--- src/hw/rtl/mse_pkg.sv ---
// Package for the Morse symbol encoder: symbol codes, code tables and the
// character lookup function. No dependencies.
`default_nettype none

package mse_pkg;

  localparam int MaxResults = 8;
  localparam int IdxW       = $clog2(MaxResults);
  localparam int CodeBits   = 7;

  typedef enum logic [1:0] {
    SYM_DOT     = 2'd0,
    SYM_DASH    = 2'd1,
    SYM_GAP     = 2'd2,
    SYM_UNKNOWN = 2'd3
  } sym_t;

  // One dot/dash code: its length and its pattern, first symbol in the
  // most significant used bit, 1 for a dash.
  typedef struct packed {
    logic [2:0]          len;
    logic [CodeBits-1:0] bits;
  } code_t;

  // The whole symbol sequence of one character.
  typedef struct packed {
    logic [IdxW-1:0]                last_idx;
    logic [MaxResults-1:0][1:0]     sym;
  } seq_t;

  typedef struct packed {
    logic active;
    logic on_last;
  } ser_status_t;

  localparam code_t LatinCodes [26] = '{
    {3'd2, 7'b0000001}, {3'd4, 7'b0001000}, {3'd4, 7'b0001010}, {3'd3, 7'b0000100},
    {3'd1, 7'b0000000}, {3'd4, 7'b0000010}, {3'd3, 7'b0000110}, {3'd4, 7'b0000000},
    {3'd2, 7'b0000000}, {3'd4, 7'b0000111}, {3'd3, 7'b0000101}, {3'd4, 7'b0000100},
    {3'd2, 7'b0000011}, {3'd2, 7'b0000010}, {3'd3, 7'b0000111}, {3'd4, 7'b0000110},
    {3'd4, 7'b0001101}, {3'd3, 7'b0000010}, {3'd3, 7'b0000000}, {3'd1, 7'b0000001},
    {3'd3, 7'b0000001}, {3'd4, 7'b0000001}, {3'd3, 7'b0000011}, {3'd4, 7'b0001001},
    {3'd4, 7'b0001011}, {3'd4, 7'b0001100}
  };

  localparam code_t CyrCodes [32] = '{
    {3'd2, 7'b0000001}, {3'd4, 7'b0001000}, {3'd3, 7'b0000011}, {3'd3, 7'b0000110},
    {3'd3, 7'b0000100}, {3'd1, 7'b0000000}, {3'd4, 7'b0000001}, {3'd4, 7'b0001100},
    {3'd2, 7'b0000000}, {3'd4, 7'b0000111}, {3'd3, 7'b0000101}, {3'd4, 7'b0000100},
    {3'd2, 7'b0000011}, {3'd2, 7'b0000010}, {3'd3, 7'b0000111}, {3'd4, 7'b0000110},
    {3'd3, 7'b0000010}, {3'd3, 7'b0000000}, {3'd1, 7'b0000001}, {3'd3, 7'b0000001},
    {3'd4, 7'b0000010}, {3'd4, 7'b0000000}, {3'd4, 7'b0001010}, {3'd4, 7'b0001110},
    {3'd4, 7'b0001111}, {3'd4, 7'b0001101}, {3'd6, 7'b0011010}, {3'd4, 7'b0001011},
    {3'd4, 7'b0001001}, {3'd7, 7'b0001000}, {3'd4, 7'b0000011}, {3'd4, 7'b0000101}
  };

  localparam code_t DigitCodes [10] = '{
    {3'd5, 7'b0011111}, {3'd5, 7'b0001111}, {3'd5, 7'b0000111}, {3'd5, 7'b0000011},
    {3'd5, 7'b0000001}, {3'd5, 7'b0000000}, {3'd5, 7'b0010000}, {3'd5, 7'b0011000},
    {3'd5, 7'b0011100}, {3'd5, 7'b0011110}
  };

  localparam logic [7:0] CharSpace = 8'h20;

  // Full symbol sequence for one character byte.
  function automatic seq_t char_to_seq(input logic [7:0] c);
    code_t               code;
    logic                known;
    logic [7:0]          ofs_up;
    logic [7:0]          ofs_lo;
    logic [CodeBits-1:0] aligned;
    seq_t                seq;
    code    = '0;
    known   = 1'b1;
    ofs_up  = c - 8'h41;
    ofs_lo  = c - 8'h61;
    seq     = '0;
    if (c inside {[8'h41:8'h5A]}) begin
      code = LatinCodes[ofs_up[4:0]];
    end else if (c inside {[8'h61:8'h7A]}) begin
      code = LatinCodes[ofs_lo[4:0]];
    end else if (c inside {[8'hC0:8'hFF]}) begin
      code = CyrCodes[c[4:0]];
    end else if (c inside {[8'h30:8'h39]}) begin
      code = DigitCodes[c[3:0]];
    end else begin
      case (c)
        8'hA8, 8'hB8: code = {3'd1, 7'b0000000};
        8'h2C:        code = {3'd6, 7'b0110011};
        8'h2E:        code = {3'd6, 7'b0010101};
        8'h3B:        code = {3'd6, 7'b0101010};
        8'h3A:        code = {3'd6, 7'b0111000};
        8'h3F:        code = {3'd6, 7'b0001100};
        8'h2D:        code = {3'd6, 7'b0100001};
        8'h2F:        code = {3'd5, 7'b0010010};
        default:      known = 1'b0;
      endcase
    end
    if (c == CharSpace) begin
      seq.sym[0]   = SYM_GAP;
      seq.sym[1]   = SYM_GAP;
      seq.last_idx = IdxW'(1);
    end else if (!known) begin
      seq.sym[0]   = SYM_UNKNOWN;
      seq.sym[1]   = SYM_GAP;
      seq.last_idx = IdxW'(1);
    end else begin
      // Left-align the pattern so that symbol i sits at a fixed bit.
      aligned = code.bits << (3'd7 - code.len);
      for (int i = 0; i < MaxResults; i++) begin
        if (i < 32'(code.len)) begin
          seq.sym[i] = aligned[CodeBits-1-i] ? SYM_DASH : SYM_DOT;
        end else if (i == 32'(code.len)) begin
          seq.sym[i] = SYM_GAP;
        end
      end
      seq.last_idx = IdxW'(code.len);
    end
    return seq;
  endfunction

endpackage

`default_nettype wire

--- src/hw/rtl/mse_serializer.sv ---
// Symbol serialiser of the Morse symbol encoder: holds one character's
// sequence and emits one symbol per cycle. Depends on mse_pkg.
`default_nettype none

module mse_serializer (
  input  wire logic                   clk,
  input  wire logic                   rst_n,
  input  wire logic                   load,
  input  wire mse_pkg::seq_t          seq,
  output mse_pkg::ser_status_t        status,
  output logic                        out_strobe,
  output logic [1:0]                  out_symbol,
  output logic                        out_last
);

  mse_pkg::seq_t                seq_r;
  logic [mse_pkg::IdxW-1:0]     idx_r, idx_nxt;
  logic                         active_r, active_nxt;
  logic                         on_last;

  assign on_last = active_r && (idx_r == seq_r.last_idx);

  always_comb begin
    idx_nxt    = idx_r;
    active_nxt = active_r;
    if (load) begin
      idx_nxt    = '0;
      active_nxt = 1'b1;
    end else if (on_last) begin
      active_nxt = 1'b0;
    end else if (active_r) begin
      idx_nxt = idx_r + 1'b1;
    end
  end

  always_ff @(posedge clk) begin
    if (!rst_n) begin
      idx_r    <= '0;
      active_r <= 1'b0;
    end else begin
      idx_r    <= idx_nxt;
      active_r <= active_nxt;
    end
  end

  always_ff @(posedge clk) begin
    if (load) begin
      seq_r <= seq;
    end
  end

  assign status.active  = active_r;
  assign status.on_last = on_last;
  assign out_strobe     = active_r;
  assign out_symbol     = seq_r.sym[idx_r];
  assign out_last       = on_last;

endmodule

`default_nettype wire

--- src/hw/rtl/morse_symbol_encoder.sv ---
// Top level of the Morse symbol encoder: request register, character lookup
// and serialiser. Depends on mse_pkg and mse_serializer.
`default_nettype none

// A request of one code page 1251 byte is taken when start is high and busy
// is low. It yields n+1 result symbols (n dots and dashes, then a gap marked
// last; two symbols for a space or an unmapped byte), so between 2 and 8
// results, one per cycle, with out_strobe high; the first appears after the
// input register and the serialiser's state registers. The serialiser's one
// symbol per cycle sets the sustained rate; successive characters follow
// without a break when the next request already waits. One request waits
// in the input register while the previous character is serialised. The
// receiver cannot stall, so every strobed symbol must be taken in its cycle.
module morse_symbol_encoder (
  input  wire logic       clk,
  input  wire logic       rst_n,
  input  wire logic       start,
  output logic            busy,
  input  wire logic [7:0] in_char_code,
  output logic            out_strobe,
  output logic [1:0]      out_symbol,
  output logic            out_last
);

  logic                  hold_valid_r, hold_valid_nxt;
  logic [7:0]            hold_char_r;
  logic                  accept;
  logic                  ser_free;
  logic                  load;
  mse_pkg::seq_t         seq;
  mse_pkg::ser_status_t  ser_status;

  assign ser_free = !ser_status.active || ser_status.on_last;
  assign load     = hold_valid_r && ser_free;
  assign busy     = hold_valid_r && !ser_free;
  assign accept   = start && !busy;

  always_comb begin
    hold_valid_nxt = hold_valid_r;
    if (accept) begin
      hold_valid_nxt = 1'b1;
    end else if (load) begin
      hold_valid_nxt = 1'b0;
    end
  end

  always_ff @(posedge clk) begin
    if (!rst_n) begin
      hold_valid_r <= 1'b0;
    end else begin
      hold_valid_r <= hold_valid_nxt;
    end
  end

  always_ff @(posedge clk) begin
    if (accept) begin
      hold_char_r <= in_char_code;
    end
  end

  assign seq = mse_pkg::char_to_seq(hold_char_r);

  mse_serializer u_ser (
    .clk        (clk),
    .rst_n      (rst_n),
    .load       (load),
    .seq        (seq),
    .status     (ser_status),
    .out_strobe (out_strobe),
    .out_symbol (out_symbol),
    .out_last   (out_last)
  );

  // The symbols of one character come without a hole.
  a_contiguous: assert property (@(posedge clk) disable iff (!rst_n)
    out_strobe && !out_last |=> out_strobe)
    else $error("symbol stream broke inside a character");

  // Every character ends in a gap.
  a_last_is_gap: assert property (@(posedge clk) disable iff (!rst_n)
    out_strobe && out_last |-> out_symbol == mse_pkg::SYM_GAP)
    else $error("last symbol is not a gap");

  // A waiting request is handed on as soon as the serialiser frees up.
  a_handoff: assert property (@(posedge clk) disable iff (!rst_n)
    hold_valid_r && !busy |=> out_strobe && !$past(out_last && !load))
    else $error("waiting request was not handed to the serialiser");

  // From idle, an accepted request strobes via hold_valid_r and active_r.
  a_start_idle: assert property (@(posedge clk) disable iff (!rst_n)
    accept && !hold_valid_r && !out_strobe |=> ##1 out_strobe)
    else $error("accepted request produced no symbol");

endmodule

`default_nettype wire
--- config.mk ---
export PLATFORM = sky130hd
export DESIGN_NAME = morse_symbol_encoder
export DESIGN_NICKNAME = d
export VERILOG_FILES = /design/src/hw/rtl/mse_pkg.sv /design/src/hw/rtl/mse_serializer.sv /design/src/hw/rtl/morse_symbol_encoder.sv
export SDC_FILE = /design/constraint.sdc
export NUM_CORES = 1
export LEC_CHECK = 0
export ABC_AREA = 1
export BUFFER_PORTS_ARGS = -buffer_cell sky130_fd_sc_hd__buf_4
export CAP_MARGIN = 30
export CORE_UTILIZATION = 43
export DETAILED_ROUTE_END_ITERATION = 6
export PLACE_DENSITY_LB_ADDON = 0.15
export RECOVER_POWER = 25
export SETUP_SLACK_MARGIN = 0.02
export SLEW_MARGIN = 10
export SYNTH_ARGS = -nofsm -noshare
export SYNTH_HDL_FRONTEND = slang
export SYNTH_HIERARCHICAL = 1
export SYNTH_SLANG_ARGS = --single-unit
--- constraint.sdc ---
create_clock -name clk -period 3 [get_ports clk]
set_clock_uncertainty 0.1 [all_clocks]
set_input_delay 0.6 -clock clk [delete_from_list [all_inputs] [get_ports clk]]
set_output_delay 0.6 -clock clk [all_outputs]
set_load 0.02 [all_outputs]
==> run metrics, run 1 <==
Detailed Route WL 7177 um; Max Buffers Root-to-Sink 2; combinational share of power 29.5%; DR vias/cell 5.160; Die W 85.45 um; sequential area share after synthesis 30.42%; core area 6756 um^2; failing checks DRC; Setup Buffers After CTS 0; post-route ant nets 0; layout cell share with drive strength beyond 1 15.50%; dpl hpwl 5674 um; cell mode on critical path nand2_1; Data required, critical path 2920 ps; fin crit period 2679 ps; first-pass GRT wire length 12030 um; RSZ-0062 raised after global routing false; CTS Hold Bufs 0; port bufs 15; htree depth 2; area post-placement 3183 um^2; register area 910.9 um^2; IO Count 16; Leakage 1.556 nW; total power 0.001305 W; crit path kind reg2reg; asr flop ratio synth 0%; DRC 1; TritonCTS clock tree yes; Initial Util 44.31%; setup TNS 0 ps; # diodes 0; clk sink count 32; Avg Cell Area, Syn 6.654 um^2; gr usage total 20.90%; P&R area growth vs syn 9.402%; RePlAce Congestion 0.9492; final instance area 3276 um^2; fillers 687; Die Ht 85.45 um; switching part of the total 33.97%; Nets 495; 1st-iter DRT viols 161; number of flops mapped to enable cells by yosys 27; Synthesized Nets 475; vias in the first global route 2624; CTS root buffer clkbuf_8; multi-input logic area 1798 um^2; initial antenna violation count 0; Critical Path Fanout Max 12; Yosys warning count 6; Gate Count Post-Synth 450; count of cell types in the netlist 37; clock network power share 29.0%; Internal Power 0.0008616 W; final-report setup violation count 0; most frequent cells in the layout 140 x nand2_1, 56 x nor2_1, 51 x nand3_1, 34 x inv_1, 30 x o21ai_0; Final Hold Vio Count 0; Slew Limit Fails 0; clk_lat worst skew 280 ps; die area 7301 um^2; main flop type after synthesis edfxtp_1; status finished, violations left; maximum vdd drop 0.1689 mV; leading cell type in the layout, fill and taps excluded nand2_1; standard-cell rows 30; via count 2843; max_slew headroom 31.78%; Worst-Margin Slew 1023 ps; Worst setup EP type register; Worst setup SP type register; fmax 373.3 MHz; Clock transition at path regs 70 ps; #FFs+latches synth 32; # Max-Cap Violations 0; Psw 0.0004432 W; drt pass-1 iters 7; Post-Syn Area 2994 um^2; final worst-path cycle share 89.30%; HP Class in2reg; Remaining Overflow, GRT 0; largest net degree at the start of global routing 22; drt wl/cell 13.03 um; Seq pwr share 41.5%; total CTS buffers 5; worst-path cell chain inv_1 > ha_2 > inv_2 > nand3_1 > inv_1 > nor2_4 > nor2_2 > nand2_1 > nand2_1 > nand2_1 > nand2_2 > inv_2 > nand2_1 > nand3_2 > nand3_1 > nand2_1 > a21oi_2; PwrDens 398.3 nW/um^2; Largest stage delay, worst path 380 ps; slowest cell on the critical path edfxtp_1; WP data arrival 2600 ps
==> cell usage after synthesis (2+ instances only) <==
master    instances  share of area, %
nand2_1         140                18
nor2_1           56               7.0
nand3_1          50               8.4
inv_1            35               4.4
o21ai_0          30               5.0
edfxtp_1         27                27
ha_1             14               5.9
a21oi_1          13               2.2
inv_2            12               1.5
nand2_2           8               1.7
nor2_2            6               1.3
buf_6             5               1.9
dfxtp_1           5               3.3
nand3_2           5               1.7
buf_4             4               1.0
o21ai_1           4              0.67
o22ai_1           4              0.84
clkinv_1          3              0.38
nand2_4           3               1.1
nor3_1            3              0.50
a21boi_0          2              0.50
a31oi_1           2              0.42
nand4_1           2              0.42
nor2_4            2              0.75
o211ai_1          2              0.50
o21ai_2           2              0.59
==> through the flow <==
stage | hold WS (ps) | utilization (%) | setup WS, ps | std cells
floorplan | 397.9 | - | 294.7 | 450
global placement | 431.5 | 47.11 | 371.1 | 543
detailed placement | 454.3 | 47.11 | 296.1 | 543
CTS | 381.8 | 48.69 | 275.8 | 551
global route | 397.8 | 48.48 | 47.35 | 551
finish | 409.3 | 48.48 | 321.0 | 551
==> per-layer routing <==
layer  vias to the layer above  routed length (um)  GRT usage [%]
met5                         -                   0              0
met4                         0                 181          8.182
met3                        14                 229          3.405
met2                        69                3619          37.09
met1                      1257                3146          25.18
li1                       1503                   -              -
==> area by class of cell <==
type,instances,share of cell area (%)
multi-input cells,357,54.89
flip-flops and latches,32,27.81
inverters,50,5.730
repair buffers,24,5.271
well taps,80,3.056
clock buffers,6,2.865
clock inverters,2,0.3820
==> power by group through the flow <==
stage	clock network [W]	registers, W	logic, W
after detailed placement	0	0.000552	0.000385
after floorplan	0	0.000548	0.000300
final	0.000378	0.000542	0.000385
after CTS	0.000389	0.000542	0.000387
after global placement	0	0.000552	0.000387
after global routing	0.000409	0.000546	0.000435
==> registers in the layout, summed over array words and instances (netlist names) <==
signal,count
hold_valid_r,1
u_ser/seq_r,19
u_ser/out_strobe,1
u_ser/idx_r,3
hold_char_r,8
==> final timing paths <==
path | start | to | slack, ps | depth (start not counted)
worst min register to register | hold_valid_r$_SDFFE_PN0P_ | hold_valid_r$_SDFFE_PN0P_ | 460 | 2
worst max register to register | hold_char_r[1]$_DFFE_PP_ | u_ser/seq_r[0]$_DFFE_PP_ | 320 | 17
worst max-delay path | hold_char_r[1]$_DFFE_PP_ | u_ser/seq_r[0]$_DFFE_PP_ | 320 | 17
worst min-delay path | in_char_code[2] | hold_char_r[2]$_DFFE_PP_ | 410 | 1
==> worst max-delay path: cells and delay by family (launching register included) <==
family / cells / cell delay [ps]
and+or+nand+nor: 11 / 1040
buffers and inverters: 4 / 540
DFF: 1 / 380
adders and majority gates: 1 / 300
AOI/OAI and AO/OA: 1 / 50
==> logic make-up (layout without fill, tap and decap cells) <==
group | after synthesis | in the layout | share of synthesized area (%)
and+or+nand+nor | 278 | 278 | 41.79
AOI/OAI and AO/OA | 62 | 62 | 11.78
buffers and inverters | 61 | 82 | 9.444
DFF | 32 | 32 | 30.42
adders and majority gates | 14 | 14 | 5.850
xor gates and xnor gates | 2 | 2 | 0.5851
other | 1 | 1 | 0.1252
==> what timing repair did <==
item                                    in CTS  in global routing
resized for setup                            0                  2
endpoints found under the setup margin       0                  3
endpoints found under the hold margin        0                  0
(Power assumes the default switching activity.)
==> inputs of run 2 (changes only) <==
Settings changed: CORE_ASPECT_RATIO from default to 0.5, CTS_BUF_LIST from default to sky130_fd_sc_hd__clkbuf_8, CTS_CLUSTER_SIZE from default to 10.
==> run 2 against run 1 <==
  * The run now ends clean
  * Sequential power barely moved
  * First-iteration DRC count is 85% higher
  * Routed wire length up 3.4%
  * Combinational power hardly changed
  * Largest cell class unchanged
  * Largest power group unchanged
  * Highest routed layer unchanged
==> run metrics, run 2 (synthesized netlist as in run 1, its figures left out) <==
Worst setup SP type register; register name with the most flops u_ser/seq_r; layout cell share with drive strength beyond 1 15.14% (-0.36 points); total power 0.001247 W (-4.5%); CTS resizes 0 (unchanged); # diodes 0 (unchanged); IO Count 16 (unchanged); TritonCTS clock tree yes; # Max-Cap Violations 0 (unchanged); Die W 120.0 um (+40%); Post-Layout Cell Count 561 (+1.8%); CTS Hold Bufs 0 (unchanged); Die Ht 61.01 um (-29%); clk_lat worst skew 280 ps (about the same); post-route ant nets 0 (unchanged); Max Buffers Root-to-Sink 2 (unchanged); status finished, final reports clean; leading cell type in the layout, fill and taps excluded nand2_1; Critical Path Fanout Max 11 (-1); vias in the first global route 2465 (-6.1%); Internal Power 0.0008052 W (-6.5%); Nets 493 (-0.40%); via count 2918 (+2.6%); final-report setup violation count 0 (unchanged); Remaining Overflow, GRT 0 (unchanged); switching part of the total 35.41% (+1.4 points); Setup Buffers After CTS 0 (unchanged); P&R area growth vs syn 8.775%; Worst setup EP type register; reg2reg setup slack 310 ps (about the same); 1st-iter DRT viols 298 (+85%); Leakage 1.539 nW (-1.1%); setup TNS 0 ps (unchanged); most frequent cells in the layout 140 x nand2_1, 56 x nor2_1, 51 x nand3_1, 34 x inv_1, 30 x o21ai_0; die area 7321 um^2 (+0.28%); fin crit period 2692 ps (+12.59 ps); Final WS setup 308.4 ps (-12.59 ps); htree depth 2 (unchanged); crit path kind reg2reg; dpl ws 270.7 ps (-25.40 ps); initial antenna violation count 0 (unchanged); top flop regs u_ser/seq_r x19, hold_char_r x8, u_ser/idx_r x3; drt pass-1 iters 5 (-2); dpl hpwl 5725 um (+0.90%); final instance area 3257 um^2 (-0.57%); PwrDens 382.8 nW/um^2 (-3.9%); Seq pwr share 43.6% (+2.1 points); RSZ-0062 raised after global routing false; clk sink count 32 (unchanged); Final Hold Vio Count 0 (unchanged); first-pass GRT wire length 12120 um (+0.75%); combinational share of power 31.1% (+1.6 points); HP Class in2reg; port bufs 15 (unchanged); clock network power share 25.3% (-3.7 points); largest net degree at the start of global routing 20 (-9.1%); CTS root buffer clkbuf_8; Initial Util 44.69% (+0.37 points); gr usage total 21.63% (+0.74 points); maximum vdd drop 0.2432 mV (+44%); standard-cell rows 21 (-30%); core area 6700 um^2 (-0.83%); max reg flops 19 (unchanged); placed insts 553 (+1.8%); Data required, critical path 2950 ps (+30 ps); Detailed Route WL 7422 um (+3.4%); area post-placement 3183 um^2 (unchanged); drt wl/cell 13.23 um (+1.6%); DRC 0 (-1); DR vias/cell 5.201 (+0.81%); fmax 371.5 MHz (-0.47%); RePlAce Congestion 0.9439 (-0.56%); WP data arrival 2640 ps (+40 ps); Slew Limit Fails 0 (unchanged); total CTS buffers 5 (unchanged); Clock transition at path regs 70 ps (about the same); Psw 0.0004414 W (-0.42%); final worst-path cycle share 89.72% (+0.42 points)
-- run 2: path summary, 6_finish.rpt --
kind,startpoint,endpoint,depth (start not counted)
setup / recovery,hold_char_r[1]$_DFFE_PP_,u_ser/seq_r[2]$_DFFE_PP_,14
hold / removal,in_char_code[5],hold_char_r[5]$_DFFE_PP_,1
setup reg to reg,hold_char_r[1]$_DFFE_PP_,u_ser/seq_r[2]$_DFFE_PP_,14
hold reg to reg,hold_valid_r$_SDFFE_PN0P_,hold_valid_r$_SDFFE_PN0P_,2
-- run 2: power by group through the flow --
| stage | registers (W) | logic (W) | clock network (W) |
|---|---|---|---|
| 6_report | 0.000544 | 0.000388 | 0.000315 |
| 5_1_grt | 0.000547 | 0.000440 | 0.000346 |
| 4_1_cts | 0.000543 | 0.000386 | 0.000327 |
| 2_1_floorplan | 0.000548 | 0.000300 | 0 |
| 3_5_place_dp | 0.000553 | 0.000385 | 0 |
| 3_3_place_gp | 0.000552 | 0.000388 | 0 |
-- run 2: final cells by class --
type	instances	area (um^2)
clock inverters	3	15.01
multi-input cells	357	1798
flip-flops and latches	32	910.9
fillers	737	3443
well taps	92	115.1
inverters	50	190.2
repair buffers	22	158.9
clock buffers	5	68.82
-- run 2: layer usage --
layer | part of all wire, % | up-vias | GRT usage, % | wire length, um
met5 | 0 | - | 0 | 0
met2 | 44 | 96 | 34.65 | 3241
met4 | 1.0 | 0 | 3.214 | 74
li1 | - | 1496 | - | -
met1 | 50 | 1318 | 30.50 | 3680
met3 | 5.7 | 8 | 5.169 | 426
-- run 2: worst max-delay path, stage by stage, from the launching register on --
cell,delay [ps]
edfxtp_1,390
buf_4,200
ha_1,220
inv_1,160
nor2_1,90
o21ai_1,220
nand2_1,130
nor2_2,180
nor2_4,60
nor2_1,290
nor2_8,90
o21ai_1,160
nand2_1,60
nand2_1,60
inv_1,30
-- run 2: through the flow --
stage,hold WS (ps),util (%)
finish,411.6,48.61
floorplan,397.9,-
global route,388.8,48.61
detailed placement,443.7,47.51
global placement,439.7,47.51
CTS,379.1,48.76
==> inputs of run 3 (changes only) <==
Settings changed: PLACE_DENSITY from default to 0.66, PLACE_DENSITY_LB_ADDON 0.15 to default.
==> run 3 against run 2 <==
  * Clock power increased by 5%
  * Cell area hardly changed
  * Largest power group unchanged
  * Die area unchanged
  * Global-route usage down 0.62 points
  * Worst hold slack got worse by 14 ps
  * Combinational power fell by 1%
  * First-iteration DRC count is 11% higher
  * Worst setup slack better by 7.1 ps
  * Final cell count stayed put
  * Critical endpoint is now u_ser/seq_r[0]$_DFFE_PP_
  * Non-clock buffer count is the same
  * Register-to-register slack about the same
==> run metrics, run 3 (synthesized netlist as in run 1, its figures left out) <==
IO Count 16 (unchanged); layout cell share with drive strength beyond 1 15.14% (unchanged); largest net degree at the start of global routing 20 (unchanged); port bufs 15 (unchanged); Nets 493 (unchanged); Clock transition at path regs 70 ps (about the same); Critical Path Fanout Max 11 (unchanged); die area 7321 um^2 (unchanged); Detailed Route WL 7295 um (-1.7%); CTS root buffer clkbuf_8; total CTS buffers 5 (unchanged); final worst-path cycle share 89.48% (-0.24 points); leading cell type in the layout, fill and taps excluded nand2_1; post-route ant nets 0 (unchanged); max_slew headroom 63.99%; RR Startpoint hold_char_r[1]$_DFFE_PP_; drt pass-1 iters 5 (unchanged); slowest cell on the critical path edfxtp_1; DRC 0 (unchanged); register name with the most flops u_ser/seq_r; Slew Limit Fails 0 (unchanged); setup TNS 0 ps (unchanged); Remaining Overflow, GRT 0 (unchanged); Max Buffers Root-to-Sink 2 (unchanged); Final Hold Vio Count 0 (unchanged); Worst setup startpoint hold_char_r[1]$_DFFE_PP_; worst-path cell chain buf_4 > ha_1 > inv_1 > nor2_1 > o21ai_1 > nand2_1 > nor2_2 > nor2_4 > nor2_1 > nor2_8 > nand3_2 > nand3_1 > nand2_1 > a21oi_2; DR vias/cell 5.162 (-0.75%); fmax 372.5 MHz (+0.26%); Largest stage delay, worst path 400 ps (about the same); CP top delay family simple AND/OR/NAND/NOR gates; vias in the first global route 2396 (-2.8%); Worst-Margin Slew 540.2 ps; standard-cell rows 21 (unchanged); Die W 120.0 um (unchanged); TritonCTS clock tree yes; Die Ht 61.01 um (unchanged); gr usage total 21.02% (-0.62 points); RePlAce Congestion 0.9040 (-4.2%); crit path kind reg2reg; crit path buf inv count 2 (-1); max reg flops 19 (unchanged); fin crit period 2685 ps (-7.104 ps); Data required, critical path 2940 ps (about the same); Worst Hold Launch in_char_code[5]; CTS resizes 0 (unchanged); htree depth 2 (unchanged); drt wl/cell 13.00 um (-1.7%); Worst setup EP type register; via count 2896 (-0.75%); fillers 719 (-2.4%); status finished, final reports clean; final-report setup violation count 0 (unchanged); clk sink count 32 (unchanged); CTS Hold Bufs 0 (unchanged); clk_lat worst skew 300 ps (+20 ps); Leakage 1.539 nW (about the same); P&R area growth vs syn 8.692% (about the same); maximum vdd drop 0.1518 mV (-38%); PwrDens 386.9 nW/um^2 (+1.1%); Worst setup SP type register; WP data arrival 2620 ps (-20 ps); core area 6700 um^2 (unchanged); most frequent cells in the layout 140 x nand2_1, 56 x nor2_1, 51 x nand3_1, 34 x inv_1, 30 x o21ai_0; first-pass GRT wire length 11720 um (-3.4%); Initial Util 44.69% (unchanged); dpl hpwl 5555 um (-3.0%); HP Class in2reg; initial antenna violation count 0 (unchanged); RSZ-0062 raised after global routing false; # Max-Cap Violations 0 (unchanged); Setup Buffers After CTS 0 (unchanged); WHS 397.6 ps (-13.98 ps); top flop regs u_ser/seq_r x19, hold_char_r x8, u_ser/idx_r x3; 1st-iter DRT viols 332 (+11%); # diodes 0 (unchanged)
## run 3: cell counts in the layout (fill, tap and decap cells not counted)
Identical to the previous run, type by type.
## run 3: final cells by class
cell class | instances | area [um^2] | area share, %
Clock buffer | 5 | 68.82 | 2.115
Clock inverter | 3 | 15.01 | 0.4614
Inverter | 50 | 187.7 | 5.767
Multi-Input combinational cell | 357 | 1798 | 55.25
Sequential cell | 32 | 910.9 | 27.99
Tap cell | 92 | 115.1 | 3.537
Timing Repair Buffer | 22 | 158.9 | 4.883
## run 3: through the flow
| stage | total power [W] | std cells | setup slack, ps | util, % | instance area [um^2] |
|---|---|---|---|---|---|
| 6_report | 0.001259 | 561 | 315.5 | 48.57 | 3254 |
| 5_1_grt | 0.001333 | 561 | 68.28 | 48.57 | 3254 |
| 4_1_cts | 0.001262 | 561 | 267.1 | 48.76 | 3267 |
| 3_5_place_dp | 0.0009349 | 553 | 288.3 | 47.51 | 3183 |
| 3_3_place_gp | 0.0009379 | 553 | 344.7 | 47.51 | 3183 |
| 2_1_floorplan | 0.0008480 | 450 | 294.7 | - | 2994 |
## run 3: path summary, 6_finish.rpt
kind | end | depth (start not counted) | slack [ps]
worst min-delay path | hold_char_r[5]$_DFFE_PP_ | 1 | 400
worst max-delay path | u_ser/seq_r[0]$_DFFE_PP_ | 14 | 320
worst min register to register | hold_valid_r$_SDFFE_PN0P_ | 2 | 440
worst max register to register | u_ser/seq_r[0]$_DFFE_PP_ | 14 | 320
## run 3: per-layer routing
metal | GRT usage, % | vias up | routed length [um]
met5 | 0 | - | 0
met4 | 4.107 | 0 | 73
met3 | 6.297 | 12 | 535
met2 | 32.18 | 114 | 3161
met1 | 29.56 | 1266 | 3524
li1 | - | 1504 | -
## run 3: where the power goes
| group | total, W | internal [W] | switching, W |
|---|---|---|---|
| Sequential | 0.000544 | 0.000521 | 0.0000228 |
| Clock | 0.000331 | 0.000157 | 0.000174 |
| Combinational | 0.000384 | 0.000126 | 0.000257 |
| Total | 0.00126 | 0.000805 | 0.000454 |
